## src/rtl/ouart_pkg.sv

```systemverilog
package ouart_pkg;

	// frame shape: data bits between start and stop
	localparam int FRAME_BITS = 8;

	// field and state widths
	localparam int SAMPLE_W = 8;
	localparam int DATA_W = 8;
	localparam int RATIO_W = 12;
	localparam int CHAN_W = 3;
	localparam int COUNT_W = 4;
	localparam int OFFSET_W = 16;
	localparam int MULT_W = 5;
	localparam int PROD_W = RATIO_W + MULT_W;
	localparam int CFG_IDX_W = 1;

	// configuration register indexes
	typedef enum logic [CFG_IDX_W-1:0] {
		CFG_SAMPLES_PER_BIT = 1'b0,
		CFG_CHANNEL_SELECT = 1'b1
	} cfg_idx_t;

	// register reset values and limits
	localparam logic [RATIO_W-1:0] RATIO_RESET = 12'd80;
	localparam logic [RATIO_W-1:0] RATIO_MIN = 12'd16;
	localparam logic [CHAN_W-1:0] CHAN_RESET = 3'd0;
	localparam logic [COUNT_W-1:0] FRAME_BITS_C = COUNT_W'(FRAME_BITS);
	localparam logic [COUNT_W-1:0] MARK_SAT = COUNT_W'(FRAME_BITS + 1);

endpackage

```

## src/rtl/oversampled_uart_frame_decoder.sv

```systemverilog
// a sample accepted sits in the input register, and a result that it completes is loaded
// into the result register that drives the master side
// throughput: one sample per cycle, the input stalls only while a finished frame waits
// on a held master side; the path is the 12x5 multiply and the 16-bit offset compare
// reset: arst_n clears all decoder state and empties both registers; the ratio
// returns to 5.0 (80) and the channel select to bit 0
module oversampled_uart_frame_decoder (
	input  logic clk,
	input  logic arst_n,
	// sample_byte
	input  logic [ouart_pkg::SAMPLE_W-1:0] s_axis_tdata,
	input  logic s_axis_tlast,
	input  logic s_axis_tvalid,
	output logic s_axis_tready,
	// data_byte
	output logic [ouart_pkg::DATA_W-1:0] m_axis_tdata,
	// framing_error
	output logic m_axis_tuser,
	output logic m_axis_tvalid,
	input  logic m_axis_tready,
	input  logic cfg_valid,
	output logic cfg_ready,
	input  logic [ouart_pkg::CFG_IDX_W-1:0] cfg_index,
	input  logic [ouart_pkg::RATIO_W-1:0] cfg_data
);
	import ouart_pkg::*;

	// configuration registers
	logic [RATIO_W-1:0] ratio_q;
	logic [CHAN_W-1:0] chan_q;

	// input stage
	logic valid_s1;
	logic [SAMPLE_W-1:0] sample_s1;
	logic last_s1;

	// decoder state
	logic [COUNT_W-1:0] mark_run_q;
	logic in_frame_q;
	logic [OFFSET_W-1:0] offset_q;
	logic [COUNT_W-1:0] bit_index_q;
	logic [DATA_W-1:0] shift_q;

	// result register
	logic out_valid_q;
	logic [DATA_W-1:0] out_data_q;
	logic out_err_q;

	// decode signals
	logic line;
	logic [RATIO_W-1:0] ratio_eff;
	logic [MULT_W-1:0] mult;
	logic [PROD_W-1:0] prod;
	logic [OFFSET_W-1:0] point;
	logic [OFFSET_W-1:0] offset_inc;
	logic reached;
	logic produce;
	logic advance;

	logic [COUNT_W-1:0] mark_run_d;
	logic in_frame_d;
	logic [OFFSET_W-1:0] offset_d;
	logic [COUNT_W-1:0] bit_index_d;
	logic [DATA_W-1:0] shift_d;

	assign cfg_ready = 1'b1;

	// configuration writes
	always_ff @(posedge clk or negedge arst_n) begin
		if (!arst_n) begin
			ratio_q <= RATIO_RESET;
			chan_q <= CHAN_RESET;
		end else if (cfg_valid) begin
			case (cfg_idx_t'(cfg_index))
				CFG_SAMPLES_PER_BIT: ratio_q <= cfg_data;
				CFG_CHANNEL_SELECT: chan_q <= cfg_data[CHAN_W-1:0];
				default: ;
			endcase
		end
	end

	// sampling point of the current bit: (ratio * (2k + 3)) >> 5
	always_comb begin
		line = sample_s1[chan_q];
		ratio_eff = (ratio_q < RATIO_MIN) ? RATIO_MIN : ratio_q;
		mult = {bit_index_q, 1'b1} + MULT_W'(2);
		prod = PROD_W'(ratio_eff) * PROD_W'(mult);
		point = OFFSET_W'(prod[PROD_W-1:5]);
		offset_inc = offset_q + OFFSET_W'(1);
		reached = (offset_inc >= point);
		produce = valid_s1 && in_frame_q && (bit_index_q >= FRAME_BITS_C) && reached;
	end

	// stall the decode stage only when its result has nowhere to go
	assign advance = valid_s1 && !(produce && out_valid_q && !m_axis_tready);
	assign s_axis_tready = !valid_s1 || advance;

	// next decoder state
	always_comb begin
		mark_run_d = mark_run_q;
		in_frame_d = in_frame_q;
		offset_d = offset_q;
		bit_index_d = bit_index_q;
		shift_d = shift_q;
		if (!in_frame_q) begin
			// hunting for an idle run and a start edge
			if (line) begin
				if (mark_run_q < MARK_SAT) begin
					mark_run_d = mark_run_q + COUNT_W'(1);
				end
			end else if (mark_run_q > FRAME_BITS_C) begin
				in_frame_d = 1'b1;
				offset_d = '0;
				bit_index_d = '0;
				shift_d = '0;
			end else begin
				mark_run_d = '0;
			end
		end else begin
			offset_d = offset_inc;
			if (bit_index_q < FRAME_BITS_C) begin
				// data bit; a bit past DATA_W would be timed but dropped
				if (reached) begin
					if (bit_index_q < COUNT_W'(DATA_W)) begin
						shift_d = shift_q | (DATA_W'(line) << bit_index_q[2:0]);
					end
					bit_index_d = bit_index_q + COUNT_W'(1);
				end
			end else if (reached) begin
				// stop bit closes the frame
				in_frame_d = 1'b0;
				offset_d = '0;
				bit_index_d = '0;
				shift_d = '0;
				mark_run_d = line ? MARK_SAT : '0;
			end
		end
		// end of capture drops any partial frame
		if (last_s1) begin
			mark_run_d = '0;
			in_frame_d = 1'b0;
			offset_d = '0;
			bit_index_d = '0;
			shift_d = '0;
		end
	end

	// input register
	always_ff @(posedge clk or negedge arst_n) begin
		if (!arst_n) begin
			valid_s1 <= 1'b0;
		end else if (s_axis_tready) begin
			valid_s1 <= s_axis_tvalid;
		end
	end

	always_ff @(posedge clk) begin
		if (s_axis_tready && s_axis_tvalid) begin
			sample_s1 <= s_axis_tdata;
			last_s1 <= s_axis_tlast;
		end
	end

	// decoder state registers
	always_ff @(posedge clk or negedge arst_n) begin
		if (!arst_n) begin
			mark_run_q <= '0;
			in_frame_q <= 1'b0;
			offset_q <= '0;
			bit_index_q <= '0;
			shift_q <= '0;
		end else if (advance) begin
			mark_run_q <= mark_run_d;
			in_frame_q <= in_frame_d;
			offset_q <= offset_d;
			bit_index_q <= bit_index_d;
			shift_q <= shift_d;
		end
	end

	// result register
	always_ff @(posedge clk or negedge arst_n) begin
		if (!arst_n) begin
			out_valid_q <= 1'b0;
		end else if (advance && produce) begin
			out_valid_q <= 1'b1;
		end else if (m_axis_tready) begin
			out_valid_q <= 1'b0;
		end
	end

	always_ff @(posedge clk) begin
		if (advance && produce) begin
			out_data_q <= shift_q;
			out_err_q <= !line;
		end
	end

	assign m_axis_tvalid = out_valid_q;
	assign m_axis_tdata = out_data_q;
	assign m_axis_tuser = out_err_q;

	// hunting state leaves no frame position behind
	assert property (@(posedge clk) disable iff (!arst_n)
		!in_frame_q |-> (offset_q == '0) && (bit_index_q == '0) && (shift_q == '0))
		else $error("frame position left over while hunting");

	// bit count never passes the stop bit, mark count never passes its saturation value
	assert property (@(posedge clk) disable iff (!arst_n)
		(bit_index_q <= FRAME_BITS_C) && (mark_run_q <= MARK_SAT))
		else $error("bit index or mark run out of range");

	// a result waiting on a stalled master side is never overwritten
	assert property (@(posedge clk) disable iff (!arst_n)
		out_valid_q && !m_axis_tready |=> out_valid_q && $stable(out_data_q))
		else $error("pending result lost");

endmodule
```

## config.mk

```make
export PLATFORM = sky130hd
export DESIGN_NAME = oversampled_uart_frame_decoder
export DESIGN_NICKNAME = d
export VERILOG_FILES = /design/src/rtl/ouart_pkg.sv /design/src/rtl/oversampled_uart_frame_decoder.sv
export SDC_FILE = /design/constraint.sdc
export NUM_CORES = 1
export LEC_CHECK = 0
export BUFFER_PORTS_ARGS = -buffer_cell sky130_fd_sc_hd__buf_2
export CELL_PAD_IN_SITES_DETAIL_PLACEMENT = 1
export CELL_PAD_IN_SITES_GLOBAL_PLACEMENT = 2
export CORE_MARGIN = 2
export CORE_UTILIZATION = 43
export DETAILED_ROUTE_END_ITERATION = 8
export PLACE_DENSITY = 0.88
export SLEW_MARGIN = 20
export SYNTH_ARGS = -nofsm -noshare
export SYNTH_HDL_FRONTEND = slang
export SYNTH_SLANG_ARGS = --single-unit
```

## constraint.sdc

```tcl
create_clock -name clk -period 18.83 [get_ports clk]
set_clock_uncertainty 0.2 [all_clocks]
set_input_delay 3.766 -clock clk [delete_from_list [all_inputs] [get_ports clk]]
set_output_delay 3.766 -clock clk [all_outputs]
set_load 0.05 [all_outputs]
```

==> run_results.csv, run 1 <==
group,metric,value,unit
logic_synthesis,synthXorXnorAreaFrac,0.0394,
timing,setup_viol,0,
logic_synthesis,ys_top_cells_by_count,"dfrtp_1 (48), inv_1 (43), nor2_1 (43), ha_1 (42), fa_1 (29)",
timing,report.final.hold_viol_count,0,
logic_synthesis,ys_seq_area_frac,0.351,
timing,max_freq,87.9,MHz
timing,post-route-period-util,0.604,
global_routing,antenna_found_initial,0,
logic_synthesis,yosys-top-cells-area,"dfrtp_1 (24%), fa_1 (11%), edfxtp_1 (11%)",
clock_network,htree_num_levels,3,
setup_path,path_cells,"ha_1 > xor2_1 > and2_1 > fa_1 > fa_1 > fa_1 > ha_1 > a21o_1 > a21oi_1 > nor2_1 > a311oi_1 > o21ai_1 > nor4_1 > nor3_1 > xnor2_1 > ha_1 > a21oi_1 > o21ai_0 > nor3b_1 > a21boi_2 > a211o_1 > nor2_1 > nand2_1 > buf_2",
clock_network,clk_latency,0.34,ns
logic_synthesis,synthCells,491,
power,p_leak,2.66,nW
logic_synthesis,syn_area,0.00511,mm²
min_path,hold_path.class,"flip-flop to flip-flop",
logic_synthesis,ys.flop_type,"dfrtp_1",
flow_run,cap_violations,0,
timing,tightest_slew,0.966,ns
finish,fin_util,0.494,
global_routing,overflow,0,
logic_synthesis,synth-compound-area-share,0.133,
logic_synthesis,syn_nets,589,
global_routing,grt_pass1_wl,20.6,mm
routing,via_per_inst,5.53,
finish,seqCellArea,0.00179,mm²
status,status,"completed",
floorplanning,dieArea,0.0128,mm²
clock_network,cts_setup_buffers,0,
timing,slew_violations,0,
clock_network,cts_tree,"built",
floorplanning,dieWidth,113,µm
global_routing,grt_max_degree,51,
floorplanning,die_h,113,µm
timing,hold_ws,0.281,ns
clock_network,clock_sinks,68,
logic_synthesis,yosysWarnings,0,
power,vdd_drop_max,0.0708,mV
clock_network,clk_pin_slew,0.06,ns
logic_synthesis,synth-seq-cells,68,
logic_synthesis,synth_cell_types,68,
global_routing,grt.total_usage,0.203,
floorplanning,top_level_ports,39,
floorplanning,initial_core_util,0.444,
logic_synthesis,yosysMostFrequentCell,"dfrtp_1",
logic_synthesis,synth_top_area_frac,0.235,
finish,diodes,0,
setup_path,worstPathRequired,14.86,ns
global_routing,grt_pass1_vias,4141,
clock_network,cts_made_buffers,9,
placement,globalplace.congestion,0.863,
logic_synthesis,async_flop_share,0.735,
logic_synthesis,synth_edf_count,18,
clock_network,clockRootBuffer,"clkbuf_16",
logic_synthesis,muxShareOfSynthArea,0.0475,
setup_path,worstPathArrival,7.41,ns
logic_synthesis,synth_top_family_by_area,"adder cells",
placement,hpwl,9.41,mm
setup_path,critPathSlowestCell,"dfrtp_1",
finish,drive_gt1_frac,0.179,
placement,port-buffer-count,37,
routing,drt_pass1_iterations,4,
setup_path,setup.worst_path.class,"flip-flop to primary output",
logic_synthesis,syn_area_per_cell,10.4,µm²
setup_path,cp-start-kind,"flip-flop",
timing,setup-tns-final,0,ns
power,power.density,106,mW/mm²
setup_path,endpoint_kind,"primary output",
timing,rsz0062_at_grt,"false",
finish,nNetsFinal,623,
clock_network,hold_buffers,0,
timing,slew_headroom,0.354,
finish,multi_input_area,0.00307,mm²
setup_path,crit_fanout,17,
routing,drt_iter0_drc,123,
logic_synthesis,synthSimpleGateAreaFrac,0.163,
floorplanning,design.core.area,0.0115,mm²
routing,drc,0,
logic_synthesis,yosysTopAreaCell,"dfrtp_1",
clock_network,cts_resized,0,
floorplanning,std_cell_rows,39,
routing,totalWireLength,11.9,mm
finish,areaGrowthSynthToFinish,11.3,%
routing,antenna_left,0,
finish,num-fill-cells,1299,
routing,vias,3724,
routing,wl_per_cell,17.6,µm
timing,fin_crit,11.38,ns
clock_network,clock_path_buffers,2,
setup_path,critPathMaxStageDelay,0.71,ns
logic_synthesis,synthAdderAreaFrac,0.216,
[stage by stage]
step,setup slack (ns),cells,power (mW),area (µm²)
after detailed placement,7.85,657,0.443,5410
after floorplan,8.67,491,0.373,5110
after CTS,7.46,673,0.614,5690
final,7.45,673,0.605,5690
after global routing,6.89,673,0.657,5690
after global placement,8.22,657,0.426,5410
[critical path: cells and delay by family (launching register included)]
family	cells	cell delay, ns
fa+ha+maj	6	2.44
compound gates	8	1.94
simple gates	7	1.04
flops	1	0.71
xor+xnor	2	0.64
buf+inv	1	0.27
[area by class of cell]
cell class                 count  share of cell area
clock buffer                  11              0.0409
clock inverter                 5             0.00923
inverter                      44              0.0290
multi-input combinational    363               0.539
sequential                    68               0.315
tap                          143              0.0314
timing repair buffer          39              0.0352
[layer usage]
layer | share of wire | track usage | wire length (µm)
met1 | 0.47 | 0.268 | 5540
met2 | 0.50 | 0.347 | 5930
met3 | 0.020 | 0.0321 | 232
met4 | 0.013 | 0.0610 | 155
met5 | 0 | 0 | 0
[cells by family after synthesis]
group	Yosys count
compound gates	92
other cells	1
xor+xnor	23
flops	68
buf+inv	60
simple gates	158
fa+ha+maj	71
mux	18
[worst paths after layout]
kind                           startpoint         endpoint  slack (ns)  cells past startpoint
min                            shift_q[0]  m_axis_tdata[0]        0.28                      0
min reg2reg                    shift_q[0]  m_axis_tdata[0]        0.28                      0
max reg2reg                bit_index_q[0]     offset_q[14]       11.09                     24
min in group asynchronous          arst_n     offset_q[15]        3.33                      2
max in group asynchronous          arst_n      ratio_q[11]       14.62                      2
max                        bit_index_q[0]    s_axis_tready        7.45                     24
[where the power goes]
group	total, mW	switching, mW	internal [mW]
Clock	0.165	0.0634	0.102
Combinational	0.261	0.149	0.113
Sequential	0.178	0.0156	0.163
[placed cells by master (no fill, tap or decap), types with 3 or more instances in the layout]
cell type  count
a211o_1        3
a211oi_2       8
a21o_1         9
a21oi_1       15
a22o_1         9
a31oi_1        3
and2_1        10
and3_1         8
buf_2         37
clkbuf_16      9
dfrtp_1       48
edfxtp_1      18
fa_1          29
ha_1          42
inv_1         43
mux2_2        14
nand2_1       27
nand2b_1      10
nand3_1       12
nand4_1        5
nor2_1        43
nor2b_1       12
nor3_1         8
nor4_1         4
o21ai_0       18
o21ai_1        6
or2_2          3
or3_1          3
xnor2_1       11
xor2_1        12
[flip-flops by register name, summed over array words and instances (netlist names), 3 cells and up]
| signal | count |
|---|---|
| bit_index_q | 4 |
| mark_run_q | 4 |
| chan_q | 3 |
| shift_q | 8 |
| sample_s1 | 8 |
| offset_q | 16 |
| m_axis_tdata | 8 |
| ratio_q | 12 |
No activity file was read; power rests on OpenSTA's default activity.
==> inputs of run 2 (changes only) <==
--- a/config.mk
+++ b/config.mk
@@ -5,13 +5,14 @@
 export SDC_FILE = /design/constraint.sdc
 export NUM_CORES = 1
 export LEC_CHECK = 0
+export ABC_AREA = 1
 export BUFFER_PORTS_ARGS = -buffer_cell sky130_fd_sc_hd__buf_2
 export CELL_PAD_IN_SITES_DETAIL_PLACEMENT = 1
 export CELL_PAD_IN_SITES_GLOBAL_PLACEMENT = 2
 export CORE_MARGIN = 2
-export CORE_UTILIZATION = 43
+export CORE_UTILIZATION = 37
 export DETAILED_ROUTE_END_ITERATION = 8
-export PLACE_DENSITY = 0.88
+export PLACE_DENSITY = 0.83
 export SLEW_MARGIN = 20
 export SYNTH_ARGS = -nofsm -noshare
 export SYNTH_HDL_FRONTEND = slang
==> constraint.sdc (replaced) <==
create_clock -name clk -period 11.75 [get_ports clk]
set_clock_uncertainty 0.2 [all_clocks]
set_input_delay 2.35 -clock clk [delete_from_list [all_inputs] [get_ports clk]]
set_output_delay 2.35 -clock clk [all_outputs]
set_load 0.05 [all_outputs]
==> run 2 against run 1 <==
- via count rose by 20%
- non-clock buffer count shrank 1
- first-iteration DRC count up 13%
- largest power group unchanged
==> run_results.csv, run 2 <==
group,metric,value,unit
timing,setup-tns-final,0,ns
routing,drt_iter0_drc,139,
setup_path,crit_fanout,16,
min_path,hp-start,"shift_q[1]",
timing,slew_violations,0,
placement,port-buffer-count,37,
finish,top_register,"offset_q",
logic_synthesis,yosysTopAreaCell,"dfrtp_1",
power,comb_power_share,0.639,
clock_network,hold_buffers,0,
power,switching_power,0.763,mW
setup_path,worstPathRequired,9.20,ns
logic_synthesis,ys.flop_type,"dfrtp_1",
timing,rsz0062_at_grt,"false",
floorplanning,initial_core_util,0.376,
floorplanning,std_cell_rows,44,
power,switching_share,0.482,
routing,totalWireLength,13.7,mm
setup_path,rr_worst_depth,29,
routing,antenna_left,0,
floorplanning,top_level_ports,39,
min_path,whs_path_depth,0,
timing,max_freq,111,MHz
clock_network,clk_pin_slew,0.06,ns
power,p_leak,3.09,nW
setup_path,setup.worst_path.class,"flip-flop to primary output",
finish,nNetsFinal,814,
min_path,hold_path.class,"flip-flop to flip-flop",
timing,tightest_slew,0.820,ns
setup_path,critPathSlowestCell,"dfrtp_1",
finish,largestRegisters,"offset_q: 16 flops, ratio_q: 12 flops",
clock_network,clock_path_buffers,2,
finish,largest_reg_flops,16,
setup_path,worstPathArrival,6.42,ns
power,power.density,262,mW/mm²
power,p_int,0.819,mW
logic_synthesis,yosys-top-cells-area,"dfrtp_1 (22%), nand2_1 (13%), fa_1 (11%)",
logic_synthesis,ys_seq_area_frac,0.329,
logic_synthesis,synth_edf_count,18,
timing,post-route-period-util,0.763,
setup_path,endpoint_kind,"primary output",
power,power_frac_clock,0.171,
timing,report.final.hold_viol_count,0,
logic_synthesis,yosysWarnings,0,
setup_path,critPathMaxStageDelay,0.66,ns
finish,layout_commonest_cell,"nand2_1",
clock_network,clockRootBuffer,"clkbuf_16",
setup_path,cp-start-kind,"flip-flop",
logic_synthesis,yosysMostFrequentCell,"nand2_1",
logic_synthesis,syn_area_per_cell,7.91,µm²
floorplanning,dieArea,0.0157,mm²
status,status,"completed",
logic_synthesis,synth_cell_types,38,
setup_path,r2r-end,"shift_q[0]",
finish,drive_gt1_frac,0.129,
finish,diodes,0,
placement,hpwl,10.9,mm
placement,postPlaceCellArea,0.00575,mm²
min_path,worst_hold_path.endpoint,"m_axis_tdata[1]",
routing,vias,4452,
global_routing,grt.total_usage,0.189,
logic_synthesis,synth-seq-cells,68,
routing,drc,0,
logic_synthesis,syn_area,0.00545,mm²
logic_synthesis,async_flop_share,0.735,
setup_path,r2r-start,"bit_index_q[0]",
setup_path,crit_top_cell,"nand2_1",
clock_network,clock_sinks,68,
timing,fin_crit,8.97,ns
logic_synthesis,syn_nets,787,
clock_network,htree_num_levels,3,
global_routing,overflow,0,
clock_network,cts_setup_buffers,0,
setup_path,reg2reg_slack,4.81,ns
power,p_total,1.58,mW
clock_network,cts_tree,"built",
global_routing,grt_max_degree,51,
timing,hold_ws,0.287,ns
logic_synthesis,ys_top_cells_by_count,"nand2_1 (195), nor2_1 (84), inv_1 (81), dfrtp_1 (48), ha_1 (42)",
placement,globalplace.congestion,0.846,
power,vdd_drop_max,0.0972,mV
floorplanning,die_h,125,µm
global_routing,grt_pass1_wl,24.2,mm
global_routing,grt_pass1_vias,4986,
timing,slew_headroom,0.451,
routing,wl_per_cell,15.2,µm
logic_synthesis,synthCells,689,
routing,drt_pass1_iterations,4,
global_routing,antenna_found_initial,0,
timing,setup_viol,0,
floorplanning,design.core.area,0.0145,mm²
flow_run,cap_violations,0,
clock_network,cts_resized,0,
clock_network,cts_made_buffers,9,
routing,via_per_inst,4.92,
power,p_seq_frac,0.190,
logic_synthesis,synth_top_area_frac,0.220,
finish,areaGrowthSynthToFinish,10.9,%
finish,final_area,0.00604,mm²
clock_network,clk_latency,0.34,ns
finish,layout_common_cells,"nand2_1 (195), nor2_1 (84), inv_1 (81)",
floorplanning,dieWidth,125,µm
run 2: cell count changes in the layout (fill, tap and decap cells not counted), sizes merged, moves of 11 or more:
cell   previous run  this run
nand2            28       210
inv              44        84
nor2b            12         0
mux2             14         1
nor2             45        97
a21oi            15        30
nand3            12        26
a21o             11         0
run 2: worst max path at each step:
stage                               from            end  slack [ns]  depth (start not counted)
final                     bit_index_q[0]  s_axis_tready        2.78                         27
after detailed placement  bit_index_q[0]  s_axis_tready        3.14                         26
after global placement    bit_index_q[0]  s_axis_tready        3.32                         25
after global routing      bit_index_q[0]  s_axis_tready        2.30                         27
after CTS                 bit_index_q[0]  s_axis_tready        2.78                         27
after floorplan           bit_index_q[2]  s_axis_tready        4.16                         26
run 2: logic make-up after synthesis:
logic type / synth area share
AOI/OAI and AO/OA: 0.0769
xor gates and xnor gates: 0.0289
adders and majority gates: 0.203
buffers and inverters: 0.0804
DFF: 0.329
muxes: 0.00207
other: 0.000688
and+or+nand+nor: 0.279
run 2: area by class of cell:
cell class                      count  area, µm²
Timing Repair Buffer               38        193
Inverter                           84        315
Clock inverter                      6       65.1
Clock buffer                       10        229
Multi-Input combinational cell    515       3220
Sequential cell                    68       1790
Tap cell                          184        230
Fill cell                        1819       8440
run 2: power by group through the flow:
stage                     logic [mW]  clock network, mW  registers [mW]
after floorplan                0.781                  0           0.288
after global placement         0.961                  0           0.303
after detailed placement        1.02                  0           0.305
after CTS                       1.03              0.278           0.301
after global routing            1.18              0.287           0.305
final                           1.01              0.271           0.301
run 2: layer usage:
metal | part of all wire | GRT usage | up-vias
li1 | - | - | 2211
met1 | 0.46 | 0.234 | 2185
met2 | 0.51 | 0.343 | 44
met3 | 0.020 | 0.0308 | 12
met4 | 0.013 | 0.0497 | 0
met5 | 0 | 0 | -
run 2: critical path, delay by kind of cell (launching register included):
kind | cells | cell delay, ns
AOI/OAI and AO/OA | 5 | 0.90
adders and majority gates | 6 | 2.52
buffers and inverters | 4 | 0.71
DFF | 1 | 0.66
and+or+nand+nor | 12 | 1.29
run 2: stage by stage:
stage	cells	worst slack, ns	utilization
5_1_grt	905	2.30	0.417
6_report	905	2.78	0.417
3_5_place_dp	889	3.14	0.397
2_1_floorplan	689	4.16	-
3_3_place_gp	889	3.32	0.397
4_1_cts	905	2.78	0.417
